===== src/rtl/irc_line_tokenizer_assert.svh =====
// Assertion macros shared by the IRC line tokenizer RTL.
`ifndef IRC_LINE_TOKENIZER_ASSERT_SVH
`define IRC_LINE_TOKENIZER_ASSERT_SVH

// Same-cycle implication, sampled on clk, off while arst_n is low.
`define IRCLT_ASSERT_NOW(label, ante, cons, msg) \
	label: assert property (@(posedge clk) disable iff (!arst_n) (ante) |-> (cons)) \
		else $error(msg);

// Next-cycle implication, sampled on clk, off while arst_n is low.
`define IRCLT_ASSERT_NEXT(label, ante, cons, msg) \
	label: assert property (@(posedge clk) disable iff (!arst_n) (ante) |=> (cons)) \
		else $error(msg);

`endif


===== src/rtl/irclt_pkg.sv =====
// Shared types and constants of the IRC line tokenizer.
package irclt_pkg;

	localparam logic [7:0] CH_NUL   = 8'h00;
	localparam logic [7:0] CH_LF    = 8'h0A;
	localparam logic [7:0] CH_CR    = 8'h0D;
	localparam logic [7:0] CH_SPACE = 8'h20;
	localparam logic [7:0] CH_COLON = 8'h3A;

	localparam int KIND_W      = 3;
	localparam int INDEX_W     = 4;
	localparam int OUT_POS_W   = 10;
	localparam int PARAM_REACH = 16;

	typedef enum logic [KIND_W-1:0] {
		KIND_PREFIX   = 3'd0,
		KIND_CMD      = 3'd1,
		KIND_MID      = 3'd2,
		KIND_TRAIL    = 3'd3,
		KIND_OVERLONG = 3'd4,
		KIND_NOCMD    = 3'd5
	} kind_t;

	// Summary of a finished line, parser to emitter.
	typedef struct packed {
		logic overflow;
		logic has_cmd;
	} line_sum_t;

endpackage


===== src/rtl/irclt_channels.sv =====
// Valid/ready channel interfaces: received bytes in, token descriptors out.
interface irclt_byte_if;
	import irclt_pkg::*;
	logic       valid;
	logic       ready;
	logic [7:0] data_byte;

	modport source (output valid, output data_byte, input ready);
	modport sink (input valid, input data_byte, output ready);
endinterface

interface irclt_tok_if;
	import irclt_pkg::*;
	logic                 valid;
	logic                 ready;
	logic [KIND_W-1:0]    kind;
	logic [INDEX_W-1:0]   param_index;
	logic [OUT_POS_W-1:0] token_start;
	logic [OUT_POS_W-1:0] token_length;
	logic                 last;

	modport source (output valid, output kind, output param_index, output token_start,
		output token_length, output last, input ready);
	modport sink (input valid, input kind, input param_index, input token_start,
		input token_length, input last, output ready);
endinterface


===== src/rtl/irclt_ram.sv =====
// Generic single-write, single-read RAM with registered read data.
module irclt_ram #(
	parameter int WIDTH = 8,
	parameter int DEPTH = 16
) (
	input  logic                     clk,
	input  logic                     we,
	input  logic [$clog2(DEPTH)-1:0] waddr,
	input  logic [WIDTH-1:0]         wdata,
	input  logic                     re,
	input  logic [$clog2(DEPTH)-1:0] raddr,
	output logic [WIDTH-1:0]         rdata
);
	logic [WIDTH-1:0] mem [DEPTH];

	always_ff @(posedge clk) begin
		if (we) begin
			mem[waddr] <= wdata;
		end
		if (re) begin
			rdata <= mem[raddr];
		end
	end
endmodule


===== src/rtl/irclt_parse.sv =====
// Byte parser: tracks line state and writes token entries into the table RAM.
module irclt_parse #(
	parameter int BUFFER_BYTES = 1024,
	parameter int MAX_PARAMS   = 16
) (
	input  logic                                   clk,
	input  logic                                   arst_n,
	irclt_byte_if.sink                             rx,
	output logic                                   wr_en,
	output logic [$clog2((MAX_PARAMS < irclt_pkg::PARAM_REACH ? MAX_PARAMS :
		irclt_pkg::PARAM_REACH) + 2)-1:0]            wr_addr,
	output logic [irclt_pkg::KIND_W + irclt_pkg::INDEX_W +
		2*$clog2(BUFFER_BYTES):0]                    wr_data,
	output irclt_pkg::line_sum_t                   sum,
	output logic [$clog2((MAX_PARAMS < irclt_pkg::PARAM_REACH ? MAX_PARAMS :
		irclt_pkg::PARAM_REACH) + 3)-1:0]            count,
	output logic [$clog2(BUFFER_BYTES)-1:0]        content_end,
	output logic                                   line_done,
	input  logic                                   clear
);
	import irclt_pkg::*;

	localparam int POS_W     = $clog2(BUFFER_BYTES);
	localparam int PARAM_CAP = MAX_PARAMS < PARAM_REACH ? MAX_PARAMS : PARAM_REACH;
	localparam int DEPTH     = PARAM_CAP + 2;
	localparam int SLOT_W    = $clog2(DEPTH);
	localparam int CNT_W     = $clog2(DEPTH + 1);
	localparam int PCNT_W    = $clog2(PARAM_CAP + 1);

	typedef enum logic [6:0] {
		PH_LEAD   = 7'b0000001,
		PH_PREFIX = 7'b0000010,
		PH_GAP    = 7'b0000100,
		PH_CMD    = 7'b0001000,
		PH_PGAP   = 7'b0010000,
		PH_MID    = 7'b0100000,
		PH_TRAIL  = 7'b1000000
	} phase_t;

	logic               busy_q;
	logic [POS_W-1:0]   lpos_q;
	logic               ovf_q;
	logic [POS_W-1:0]   cend_q, cend_d;
	logic               zero_q, zero_d;
	phase_t             phase_q, phase_d;
	logic [CNT_W-1:0]   count_q;
	logic [PCNT_W-1:0]  pcnt_q, pcnt_d;
	logic               cmd_q;
	logic [POS_W-1:0]   cmd_start_q;
	logic               open_v_q, open_v_d;
	kind_t              open_kind_q;
	logic [INDEX_W-1:0] open_idx_q;
	logic [POS_W-1:0]   open_start_q;
	logic [SLOT_W-1:0]  open_slot_q;

	logic               acc, is_lf, stored, fits;
	logic [7:0]         b;
	logic [POS_W-1:0]   pos1;
	logic               do_add, do_close, want_param;
	kind_t              add_kind;
	logic [INDEX_W-1:0] add_idx;
	logic [POS_W-1:0]   add_start;

	assign rx.ready    = !busy_q;
	assign b           = rx.data_byte;
	assign acc         = rx.valid && !busy_q;
	assign is_lf       = b == CH_LF;
	assign stored      = acc && !is_lf && (lpos_q < POS_W'(BUFFER_BYTES - 1));
	assign pos1        = lpos_q + POS_W'(1);
	assign fits        = count_q < CNT_W'(DEPTH);
	assign line_done   = acc && is_lf;
	assign count       = count_q;
	assign content_end = cend_q;
	assign sum.overflow = ovf_q;
	assign sum.has_cmd  = cmd_q && (cmd_start_q < cend_q);

	always_comb begin
		phase_d    = phase_q;
		zero_d     = zero_q;
		cend_d     = cend_q;
		pcnt_d     = pcnt_q;
		do_add     = 1'b0;
		do_close   = 1'b0;
		want_param = 1'b0;
		add_kind   = KIND_CMD;
		add_idx    = '0;
		add_start  = lpos_q;
		if (stored && !zero_q) begin
			if (b == CH_NUL) begin
				zero_d = 1'b1;
				cend_d = lpos_q;
			end else begin
				if (b != CH_CR) begin
					cend_d = pos1;
				end
				case (phase_q)
					PH_LEAD: begin
						if (b == CH_COLON) begin
							do_add    = 1'b1;
							add_kind  = KIND_PREFIX;
							add_start = pos1;
							phase_d   = PH_PREFIX;
						end else if (b != CH_SPACE) begin
							do_add  = 1'b1;
							phase_d = PH_CMD;
						end
					end
					PH_PREFIX: begin
						if (b == CH_SPACE) begin
							do_close = 1'b1;
							phase_d  = PH_GAP;
						end
					end
					PH_GAP: begin
						if (b != CH_SPACE) begin
							do_add  = 1'b1;
							phase_d = PH_CMD;
						end
					end
					PH_CMD, PH_MID: begin
						if (b == CH_SPACE) begin
							do_close = 1'b1;
							phase_d  = PH_PGAP;
						end
					end
					PH_PGAP: begin
						if (b == CH_COLON) begin
							want_param = 1'b1;
							add_kind   = KIND_TRAIL;
							add_start  = pos1;
							phase_d    = PH_TRAIL;
						end else if (b != CH_SPACE) begin
							want_param = 1'b1;
							add_kind   = KIND_MID;
							phase_d    = PH_MID;
						end
					end
					default: begin
					end
				endcase
			end
		end
		// parameters past the cap are parsed but leave no entry
		if (want_param && (pcnt_q < PCNT_W'(PARAM_CAP))) begin
			do_add  = 1'b1;
			add_idx = INDEX_W'(pcnt_q);
			pcnt_d  = pcnt_q + PCNT_W'(1);
		end
	end

	always_comb begin
		if (do_add) begin
			open_v_d = fits;
		end else if (do_close || want_param) begin
			open_v_d = 1'b0;
		end else begin
			open_v_d = open_v_q;
		end
		wr_en   = (do_add && fits) || (do_close && open_v_q);
		wr_addr = do_add ? count_q[SLOT_W-1:0] : open_slot_q;
		wr_data = do_add ? {add_kind, add_idx, add_start, add_start, 1'b0}
			: {open_kind_q, open_idx_q, open_start_q, lpos_q, 1'b1};
	end

	always_ff @(posedge clk or negedge arst_n) begin
		if (!arst_n) begin
			busy_q   <= 1'b0;
			lpos_q   <= '0;
			ovf_q    <= 1'b0;
			cend_q   <= '0;
			zero_q   <= 1'b0;
			phase_q  <= PH_LEAD;
			count_q  <= '0;
			pcnt_q   <= '0;
			cmd_q    <= 1'b0;
			open_v_q <= 1'b0;
		end else if (clear) begin
			busy_q   <= 1'b0;
			lpos_q   <= '0;
			ovf_q    <= 1'b0;
			cend_q   <= '0;
			zero_q   <= 1'b0;
			phase_q  <= PH_LEAD;
			count_q  <= '0;
			pcnt_q   <= '0;
			cmd_q    <= 1'b0;
			open_v_q <= 1'b0;
		end else begin
			if (line_done) begin
				busy_q <= 1'b1;
			end
			if (stored) begin
				lpos_q <= pos1;
			end else if (acc && !is_lf) begin
				ovf_q <= 1'b1;
			end
			cend_q   <= cend_d;
			zero_q   <= zero_d;
			phase_q  <= phase_d;
			pcnt_q   <= pcnt_d;
			open_v_q <= open_v_d;
			if (do_add && fits) begin
				count_q <= count_q + CNT_W'(1);
				if (add_kind == KIND_CMD) begin
					cmd_q <= 1'b1;
				end
			end
		end
	end

	always_ff @(posedge clk) begin
		if (do_add && fits) begin
			open_kind_q  <= add_kind;
			open_idx_q   <= add_idx;
			open_start_q <= add_start;
			open_slot_q  <= count_q[SLOT_W-1:0];
			if (add_kind == KIND_CMD) begin
				cmd_start_q <= add_start;
			end
		end
	end
endmodule


===== src/rtl/irclt_emit.sv =====
// Line-end emitter: walks the token table and drives the descriptor output register.
module irclt_emit #(
	parameter int BUFFER_BYTES = 1024,
	parameter int MAX_PARAMS   = 16
) (
	input  logic                                   clk,
	input  logic                                   arst_n,
	irclt_tok_if.source                            tx,
	input  logic                                   line_done,
	input  irclt_pkg::line_sum_t                   sum,
	input  logic [$clog2((MAX_PARAMS < irclt_pkg::PARAM_REACH ? MAX_PARAMS :
		irclt_pkg::PARAM_REACH) + 3)-1:0]            count,
	input  logic [$clog2(BUFFER_BYTES)-1:0]        content_end,
	output logic                                   rd_en,
	output logic [$clog2((MAX_PARAMS < irclt_pkg::PARAM_REACH ? MAX_PARAMS :
		irclt_pkg::PARAM_REACH) + 2)-1:0]            rd_addr,
	input  logic [irclt_pkg::KIND_W + irclt_pkg::INDEX_W +
		2*$clog2(BUFFER_BYTES):0]                    rd_data,
	output logic                                   clear
);
	import irclt_pkg::*;

	localparam int POS_W     = $clog2(BUFFER_BYTES);
	localparam int PARAM_CAP = MAX_PARAMS < PARAM_REACH ? MAX_PARAMS : PARAM_REACH;
	localparam int DEPTH     = PARAM_CAP + 2;
	localparam int SLOT_W    = $clog2(DEPTH);
	localparam int CNT_W     = $clog2(DEPTH + 1);
	localparam int ENTRY_W   = KIND_W + INDEX_W + 2*POS_W + 1;
	localparam int IDX_HI    = ENTRY_W - KIND_W - 1;
	localparam int START_HI  = IDX_HI - INDEX_W;
	localparam int END_HI    = START_HI - POS_W;
	localparam int WIDE_W    = POS_W > OUT_POS_W ? POS_W : OUT_POS_W;

	typedef enum logic [4:0] {
		ST_IDLE   = 5'b00001,
		ST_STATUS = 5'b00010,
		ST_READ   = 5'b00100,
		ST_EVAL   = 5'b01000,
		ST_FLUSH  = 5'b10000
	} state_t;

	state_t               state_q, state_d;
	logic [CNT_W-1:0]     idx_q, idx_d;
	logic                 out_v_q, pend_v_q;
	kind_t                st_kind_q;
	kind_t                out_kind_q, pend_kind_q;
	logic [INDEX_W-1:0]   out_idx_q, pend_idx_q;
	logic [OUT_POS_W-1:0] out_start_q, pend_start_q;
	logic [OUT_POS_W-1:0] out_len_q, pend_len_q;
	logic                 out_last_q;

	kind_t                e_kind;
	logic [INDEX_W-1:0]   e_idx;
	logic [POS_W-1:0]     e_start, e_end, end_sel, len_full;
	logic                 e_closed, skip, out_free, adv_last;
	logic [WIDE_W-1:0]    start_wide, len_wide;
	logic                 out_load, out_status, out_last, pend_load, pend_clr;

	assign e_kind   = kind_t'(rd_data[ENTRY_W-1 -: KIND_W]);
	assign e_idx    = rd_data[IDX_HI -: INDEX_W];
	assign e_start  = rd_data[START_HI -: POS_W];
	assign e_end    = rd_data[END_HI -: POS_W];
	assign e_closed = rd_data[0];

	// commands and middles made only of stripped CRs drop out
	assign skip     = ((e_kind == KIND_CMD) || (e_kind == KIND_MID)) && (e_start >= content_end);
	assign end_sel  = (e_closed && (e_end < content_end)) ? e_end : content_end;
	assign len_full = (end_sel > e_start) ? (end_sel - e_start) : '0;
	assign start_wide = WIDE_W'(e_start);
	assign len_wide   = WIDE_W'(len_full);

	assign out_free = !out_v_q || tx.ready;
	assign adv_last = (idx_q + CNT_W'(1)) >= count;
	assign rd_addr  = idx_q[SLOT_W-1:0];

	always_comb begin
		state_d    = state_q;
		idx_d      = idx_q;
		rd_en      = 1'b0;
		clear      = 1'b0;
		out_load   = 1'b0;
		out_status = 1'b0;
		out_last   = 1'b0;
		pend_load  = 1'b0;
		pend_clr   = 1'b0;
		case (state_q)
			ST_IDLE: begin
				if (line_done) begin
					if (sum.overflow || !sum.has_cmd) begin
						state_d = ST_STATUS;
					end else begin
						idx_d   = '0;
						state_d = ST_READ;
					end
				end
			end
			ST_STATUS: begin
				if (out_free) begin
					out_load   = 1'b1;
					out_status = 1'b1;
					out_last   = 1'b1;
					clear      = 1'b1;
					state_d    = ST_IDLE;
				end
			end
			ST_READ: begin
				rd_en   = 1'b1;
				state_d = ST_EVAL;
			end
			ST_EVAL: begin
				// hold one item back so the final one can carry last
				if (skip || !pend_v_q || out_free) begin
					if (!skip) begin
						pend_load = 1'b1;
						out_load  = pend_v_q;
					end
					if (adv_last) begin
						state_d = ST_FLUSH;
					end else begin
						idx_d   = idx_q + CNT_W'(1);
						state_d = ST_READ;
					end
				end
			end
			ST_FLUSH: begin
				if (out_free) begin
					out_load = 1'b1;
					out_last = 1'b1;
					pend_clr = 1'b1;
					clear    = 1'b1;
					state_d  = ST_IDLE;
				end
			end
			default: begin
				state_d = ST_IDLE;
			end
		endcase
	end

	always_ff @(posedge clk or negedge arst_n) begin
		if (!arst_n) begin
			state_q  <= ST_IDLE;
			idx_q    <= '0;
			out_v_q  <= 1'b0;
			pend_v_q <= 1'b0;
		end else begin
			state_q <= state_d;
			idx_q   <= idx_d;
			if (out_load) begin
				out_v_q <= 1'b1;
			end else if (tx.ready) begin
				out_v_q <= 1'b0;
			end
			if (pend_load) begin
				pend_v_q <= 1'b1;
			end else if (pend_clr) begin
				pend_v_q <= 1'b0;
			end
		end
	end

	always_ff @(posedge clk) begin
		if ((state_q == ST_IDLE) && line_done) begin
			st_kind_q <= sum.overflow ? KIND_OVERLONG : KIND_NOCMD;
		end
		if (out_load) begin
			out_last_q <= out_last;
			if (out_status) begin
				out_kind_q  <= st_kind_q;
				out_idx_q   <= '0;
				out_start_q <= '0;
				out_len_q   <= '0;
			end else begin
				out_kind_q  <= pend_kind_q;
				out_idx_q   <= pend_idx_q;
				out_start_q <= pend_start_q;
				out_len_q   <= pend_len_q;
			end
		end
		if (pend_load) begin
			pend_kind_q  <= e_kind;
			pend_idx_q   <= e_idx;
			pend_start_q <= start_wide[OUT_POS_W-1:0];
			pend_len_q   <= len_wide[OUT_POS_W-1:0];
		end
	end

	assign tx.valid        = out_v_q;
	assign tx.kind         = out_kind_q;
	assign tx.param_index  = out_idx_q;
	assign tx.token_start  = out_start_q;
	assign tx.token_length = out_len_q;
	assign tx.last         = out_last_q;
endmodule


===== src/rtl/irc_line_tokenizer.sv =====
// Top level of the IRC line tokenizer: byte parser, token table RAM and emitter.
//
//  channel     dir  payload                                          handshake
//  line_bytes  in   data_byte[7:0]                                   valid/ready
//  tokens      out  kind[2:0] param_index[3:0] token_start[9:0]      valid/ready
//                   token_length[9:0] last
//
// Within a line one byte request is taken per cycle; each byte opens or closes at most
// one token entry in the table RAM, so the RAM sees at most one write a cycle.
// A newline holds off line_bytes until the line's last descriptor is loaded into the
// output register: via the status state for a status item, else through a RAM read
// and then an evaluate state per table entry, and a final flush state.
// A stalled tokens sink freezes the table walk; the next line's bytes are taken
// while the final descriptor still waits in the output register.
// arst_n clears line state and handshake control; the table RAM needs no clearing,
// as only entries written during the current line are read.
`include "irc_line_tokenizer_assert.svh"

module irc_line_tokenizer #(
	parameter int BUFFER_BYTES = 1024,
	parameter int MAX_PARAMS   = 16
) (
	input  logic        clk,
	input  logic        arst_n,
	irclt_byte_if.sink  line_bytes,
	irclt_tok_if.source tokens
);
	import irclt_pkg::*;

	localparam int POS_W     = $clog2(BUFFER_BYTES);
	localparam int PARAM_CAP = MAX_PARAMS < PARAM_REACH ? MAX_PARAMS : PARAM_REACH;
	// prefix, command and the emitted parameters
	localparam int TABLE_DEPTH = PARAM_CAP + 2;
	localparam int SLOT_W      = $clog2(TABLE_DEPTH);
	localparam int CNT_W       = $clog2(TABLE_DEPTH + 1);
	// entry: kind, param index, start, end, closed
	localparam int ENTRY_W     = KIND_W + INDEX_W + 2*POS_W + 1;

	logic               wr_en, rd_en;
	logic [SLOT_W-1:0]  wr_addr, rd_addr;
	logic [ENTRY_W-1:0] wr_data, rd_data;
	line_sum_t          sum;
	logic [CNT_W-1:0]   count;
	logic [POS_W-1:0]   content_end;
	logic               line_done, clear;

	// per-byte parse; owns the line-level state and the write port
	irclt_parse #(
		.BUFFER_BYTES (BUFFER_BYTES),
		.MAX_PARAMS   (MAX_PARAMS)
	) u_parse (
		.clk         (clk),
		.arst_n      (arst_n),
		.rx          (line_bytes),
		.wr_en       (wr_en),
		.wr_addr     (wr_addr),
		.wr_data     (wr_data),
		.sum         (sum),
		.count       (count),
		.content_end (content_end),
		.line_done   (line_done),
		.clear       (clear)
	);

	// token table
	irclt_ram #(
		.WIDTH (ENTRY_W),
		.DEPTH (TABLE_DEPTH)
	) u_table (
		.clk   (clk),
		.we    (wr_en),
		.waddr (wr_addr),
		.wdata (wr_data),
		.re    (rd_en),
		.raddr (rd_addr),
		.rdata (rd_data)
	);

	// line-end walk over the table; clips lengths against the content end
	irclt_emit #(
		.BUFFER_BYTES (BUFFER_BYTES),
		.MAX_PARAMS   (MAX_PARAMS)
	) u_emit (
		.clk         (clk),
		.arst_n      (arst_n),
		.tx          (tokens),
		.line_done   (line_done),
		.sum         (sum),
		.count       (count),
		.content_end (content_end),
		.rd_en       (rd_en),
		.rd_addr     (rd_addr),
		.rd_data     (rd_data),
		.clear       (clear)
	);

	`IRCLT_ASSERT_NEXT(a_lf_holds_input, line_bytes.valid && line_bytes.ready && line_bytes.data_byte == CH_LF, !line_bytes.ready, "byte request taken right after a newline")
	`IRCLT_ASSERT_NOW(a_walk_excludes_parse, rd_en, !line_bytes.ready && !wr_en, "table read overlaps the parse")
	`IRCLT_ASSERT_NOW(a_status_is_last, tokens.valid && (tokens.kind == KIND_OVERLONG || tokens.kind == KIND_NOCMD), tokens.last && tokens.token_length == '0 && tokens.token_start == '0, "status item not a bare final item")
	`IRCLT_ASSERT_NOW(a_count_in_range, 1'b1, count <= CNT_W'(TABLE_DEPTH), "token count past the table depth")
endmodule


===== src/flat_wrapper.sv =====
// flat-port wrapper written by rule: the top's interface ports become plain ports
module irc_line_tokenizer_flat import irclt_pkg::*;
#(
	parameter int BUFFER_BYTES = 1024,
	parameter int MAX_PARAMS   = 16
)
  (clk, arst_n, line_bytes_valid, line_bytes_data_byte, line_bytes_ready, tokens_valid, tokens_kind, tokens_param_index, tokens_token_start, tokens_token_length, tokens_last, tokens_ready);
  irclt_byte_if line_bytes_i ();
  irclt_tok_if tokens_i ();
  input  logic clk;
  input  logic arst_n;
  input wire logic [$bits(line_bytes_i.valid)-1:0] line_bytes_valid;
  input wire logic [$bits(line_bytes_i.data_byte)-1:0] line_bytes_data_byte;
  output wire logic [$bits(line_bytes_i.ready)-1:0] line_bytes_ready;
  output wire logic [$bits(tokens_i.valid)-1:0] tokens_valid;
  output wire logic [$bits(tokens_i.kind)-1:0] tokens_kind;
  output wire logic [$bits(tokens_i.param_index)-1:0] tokens_param_index;
  output wire logic [$bits(tokens_i.token_start)-1:0] tokens_token_start;
  output wire logic [$bits(tokens_i.token_length)-1:0] tokens_token_length;
  output wire logic [$bits(tokens_i.last)-1:0] tokens_last;
  input wire logic [$bits(tokens_i.ready)-1:0] tokens_ready;
  assign line_bytes_i.valid = line_bytes_valid;
  assign line_bytes_i.data_byte = line_bytes_data_byte;
  assign line_bytes_ready = line_bytes_i.ready;
  assign tokens_valid = tokens_i.valid;
  assign tokens_kind = tokens_i.kind;
  assign tokens_param_index = tokens_i.param_index;
  assign tokens_token_start = tokens_i.token_start;
  assign tokens_token_length = tokens_i.token_length;
  assign tokens_last = tokens_i.last;
  assign tokens_i.ready = tokens_ready;
  irc_line_tokenizer #(.BUFFER_BYTES(BUFFER_BYTES), .MAX_PARAMS(MAX_PARAMS)) u_core (.clk(clk), .arst_n(arst_n), .line_bytes(line_bytes_i), .tokens(tokens_i));
endmodule

===== config.mk =====
export PLATFORM = sky130hd
export DESIGN_NAME = irc_line_tokenizer_flat
export DESIGN_NICKNAME = d
export VERILOG_FILES = /design/src/rtl/irclt_pkg.sv /design/src/rtl/irclt_channels.sv /design/src/rtl/irclt_ram.sv /design/src/rtl/irclt_parse.sv /design/src/rtl/irclt_emit.sv /design/src/rtl/irc_line_tokenizer.sv /design/src/flat_wrapper.sv
export VERILOG_INCLUDE_DIRS = /design/src /design/src/rtl
export SDC_FILE = /design/constraint.sdc
export NUM_CORES = 1
export LEC_CHECK = 0
export BUFFER_PORTS_ARGS = -buffer_cell sky130_fd_sc_hd__buf_2
export CAP_MARGIN = 25
export CORE_ASPECT_RATIO = 1.1
export CORE_MARGIN = 5
export CORE_UTILIZATION = 51
export DETAILED_ROUTE_END_ITERATION = 16
export PLACE_DENSITY = 0.68
export SLEW_MARGIN = 40
export SYNTH_ARGS = -nofsm -noshare
export SYNTH_HDL_FRONTEND = slang
export SYNTH_SLANG_ARGS = --single-unit
export TNS_END_PERCENT = 50

===== constraint.sdc =====
create_clock -name clk -period 6.05 [get_ports clk]
set_input_delay 0.9075 -clock clk [delete_from_list [all_inputs] [get_ports clk]]
set_output_delay 0.9075 -clock clk [all_outputs]
set_load 0.01 [all_outputs]

==> results.sh <==
export IMPL_finalHoldViolCount=0
export IMPL_pwr_share_comb=0.142
export IMPL_nets=1666
export IMPL_path_clk_slew_ns=0.07
export IMPL_cpLargestDelayFamily="compound AO/OA/AOI/OAI gates"
export IMPL_seqPwrFrac=0.496
export IMPL_rsz0062_at_grt="false"
export IMPL_cts_max_level=3
export IMPL_synth_edff_count=599
export IMPL_gp_congestion=0.8687
export IMPL_finalPower_mw=11.54
export IMPL_num_antenna_cells=0
export IMPL_grt_pass1_wl_microns=88220
export IMPL_drt_total_wl_microns=58690
export IMPL_grtUsageTotal=0.2038
export IMPL_grt_max_degree=102
export IMPL_arrival_ns=4.86
export IMPL_swShare=0.2569
export IMPL_synth_top_cell_area_share=0.6651
export IMPL_max_stage_delay_ns=0.47
export IMPL_final_cell_mix="599 x edfxtp_1, 135 x mux4_2, 85 x nor2_1"
export IMPL_relSlewSlack=0.4090
export IMPL_syn_area_sq_um=27040
export IMPL_synthDistinctLibCells=66
export IMPL_grt_pass1_vias=14050
export IMPL_num_vias=13930
export IMPL_clk_insertion_delay_late_ns=0.59
export IMPL_switching_power_mw=2.965
export IMPL_pwr_share_clk=0.361
export IMPL_synth_area_top_cells="edfxtp_1 67%, mux4_2 11%, dfrtp_1 4.8%"
export IMPL_dieArea_sq_um=57740
export IMPL_numCtsBuffers=66
export IMPL_coreArea_sq_um=52520
export IMPL_finalSetupTns_ns=0
export IMPL_wl_per_cell_microns=25.19
export IMPL_maxCapViolCount=0
export IMPL_clockBufferDepth=3
export IMPL_hp_class="in -> async"
export IMPL_clkSinkCount=653
export IMPL_avgSynthCellArea_sq_um=17.78
export IMPL_die_h_microns=251.5
export IMPL_finalClockSkew_ns=0.01913
export IMPL_path_buf_inv=1
export IMPL_antenna_found_initial=0
export IMPL_grt_remaining_overflow=0
export IMPL_dr_pass1_iters=5
export IMPL_slew_viol_final=0
export IMPL_fmax_ghz=0.2250
export IMPL_slowest_stage="a21oi_1"
export IMPL_mostFrequentLayoutCell="edfxtp_1"
export IMPL_cts_root_buf="clkbuf_16"
export IMPL_vdd_drop_max_mv=0.2085
export IMPL_vias_per_cell=5.976
export IMPL_rows=88
export IMPL_critPathCaptureType="register"
export IMPL_io_buffers=41
export IMPL_ctsResizeCount=0
export IMPL_synth_largest_area_cell="edfxtp_1"
export IMPL_ys_seq_elements=653
export IMPL_crit_chain="inv_1, ha_1, a21o_1, a21o_1, a21oi_1, o311ai_0, a21oi_1, mux2i_1, ha_1, fa_1, nor2b_1, o21ai_0, a21boi_0, o21ai_0, a21oi_1, a41oi_2, nor3_1"
export IMPL_area_growth_pct=13.75
export IMPL_status="finished, final reports clean"
export IMPL_period_minus_slack_ns=4.445
export IMPL_finalSetupViolCount=0
export IMPL_ant_nets=0
export IMPL_fp_dieW_microns=229.6
export IMPL_io_pins=42
export IMPL_crit_fanout=10
export IMPL_syn_inst=1521
export IMPL_cts_tree="yes"
export IMPL_drive_above_1_share=0.2320
export IMPL_start_util=0.5149
export IMPL_leakagePower_nw=10.18
export IMPL_async_flop_share=0.08270
export IMPL_post_dp_hpwl_microns=37800
export IMPL_syn_nets=1581
export IMPL_ys_warn_count=0
export IMPL_internal_power_mw=8.579
export IMPL_required_ns=6.46
export IMPL_cts_setup_buffers=0
export IMPL_drt_iter0_markers=1229
export IMPL_crit_top_cell="a21oi_1"
export IMPL_ys_flop_type="edfxtp_1"
export IMPL_ys_seq_area_frac=0.7152
export IMPL_setup_worst_path_start_class="register"
export IMPL_hold_buffers=0
export IMPL_drc=0
export IMPL_p_per_area_nw_per_um2=375.3
export IMPL_final_min_period_over_clock_period=0.7347
export IMPL_criticalPathCategory="reg -> reg"
export IMPL_worst_slew_pin_slew_ns=0.8823
[logic make-up (layout without fill, tap and decap cells)]
kind of cell,after synthesis,count (layout),share of synthesized area
buffers and inverters,108,242,0.01592
multiplexers,192,192,0.1350
AND/OR/NAND/NOR,327,327,0.06037
adder cells (fa/ha/maj),48,48,0.02248
AO/OA/AOI/OAI,139,139,0.03354
flip-flops,653,653,0.7152
XOR/XNOR,54,54,0.01749
[state kept, by name, indices dropped and copies added (netlist names), 5 cells and up]
| name | flops |
|---|---|
| u_core.u_parse.open_start_q | 10 |
| u_core.u_emit.tx.token_start | 10 |
| u_core.u_parse.count | 5 |
| u_core.u_emit.tx.token_length | 10 |
| u_core.u_emit.pend_len_q | 10 |
| u_core.u_parse.open_slot_q | 5 |
| u_core.u_parse.content_end | 10 |
| u_core.u_parse.phase_q | 7 |
| u_core.u_parse.pcnt_q | 5 |
| u_core.u_parse.lpos_q | 10 |
| u_core.u_emit.pend_start_q | 10 |
| u_core.u_table.rdata | 27 |
| u_core.u_parse.cmd_start_q | 10 |
| u_core.u_table.mem | 486 |
| u_core.u_emit.state_q | 5 |
| u_core.u_emit.rd_addr | 5 |
[per-stage QoR]
stage / instance area (sq um) / utilization / cells / hold WS, ns / worst slack, ns
4_1_cts: 30670 / 0.5840 / 2326 / 0.4180 / 1.341
6_report: 30760 / 0.5857 / 2330 / 0.2599 / 1.605
3_3_place_gp: 28170 / 0.5364 / 2196 / 0.4072 / 1.471
2_1_floorplan: 27040 / - / 1521 / 0.4003 / 1.033
3_5_place_dp: 28450 / 0.5417 / 2209 / 0.4062 / 1.333
5_1_grt: 30760 / 0.5857 / 2330 / 0.2619 / 1.165
[power by group through the flow]
stage               clock [mW]  sequential (mW)  combinational [mW]
floorplan                    0             5.75                1.05
CTS                       4.27             5.73                1.65
finish                    4.17             5.73                1.64
global route              4.46             5.75                1.80
detailed placement           0             5.82                1.64
global placement             0             5.81                1.58
[cells in the mapped netlist (3+ instances only)]
| cell type | n |
|---|---|
| nor3_1 | 16 |
| and3_1 | 7 |
| inv_1 | 38 |
| nor2_1 | 101 |
| a31oi_1 | 10 |
| o21a_1 | 3 |
| mux4_2 | 135 |
| nor3b_1 | 8 |
| a21boi_0 | 3 |
| buf_2 | 9 |
| o31ai_1 | 13 |
| mux2_2 | 23 |
| nand2b_1 | 16 |
| ha_1 | 47 |
| clkbuf_1 | 39 |
| nand4_1 | 9 |
| edfxtp_1 | 599 |
| buf_1 | 19 |
| dfrtp_1 | 52 |
| nor2b_1 | 10 |
| nand3_1 | 11 |
| a21oi_1 | 54 |
| nor4_1 | 12 |
| or3_1 | 5 |
| and2_1 | 34 |
| xor2_1 | 17 |
| nand3b_1 | 3 |
| xnor2_1 | 37 |
| mux2i_1 | 33 |
| nand2_1 | 76 |
| or4_1 | 3 |
| a21o_1 | 10 |
| a211oi_1 | 4 |
| o21ai_0 | 22 |
[layer usage]
layer | share of wire | global-route usage
met1 | 0.40 | 0.2754
met2 | 0.49 | 0.3365
met3 | 0.073 | 0.04040
met4 | 0.029 | 0.07063
met5 | 0 | 0
[final timing paths]
path	start	end	slack (ns)	depth (start not counted)
worst max-delay path	u_core.u_parse.content_end[1]$_DFFE_PN0P_	u_core.u_emit.pend_len_q[3]$_SDFFCE_PP0P_	1.61	17
worst min-delay path	arst_n	u_core.u_parse.phase_q[1]$_DFFE_PN0P_	0.26	2
worst max register to register	u_core.u_parse.content_end[1]$_DFFE_PN0P_	u_core.u_emit.pend_len_q[3]$_SDFFCE_PP0P_	1.61	17
worst min register to register	u_core.u_table.rdata[22]$_DFFE_PN_	u_core.u_emit.pend_idx_q[1]$_DFFE_PP_	0.42	0
max in group asynchronous	arst_n	u_core.u_emit.state_q[0]$_DFFE_PN1P_	5.23	3
min in group clk	u_core.u_table.rdata[22]$_DFFE_PN_	u_core.u_emit.pend_idx_q[1]$_DFFE_PP_	0.42	0
[area by class of cell]
cell class | instances | area [sq um]
Clock buffer | 87 | 1878
Tap cell | 675 | 844.6
Inverter | 39 | 148.9
Sequential cell | 653 | 19350
Timing Repair Buffer | 86 | 765.7
Clock inverter | 30 | 346.6
Multi-Input combinational cell | 760 | 7423
Fill cell | 3734 | 21760
Note: power is estimated with default switching activity, not from simulation.
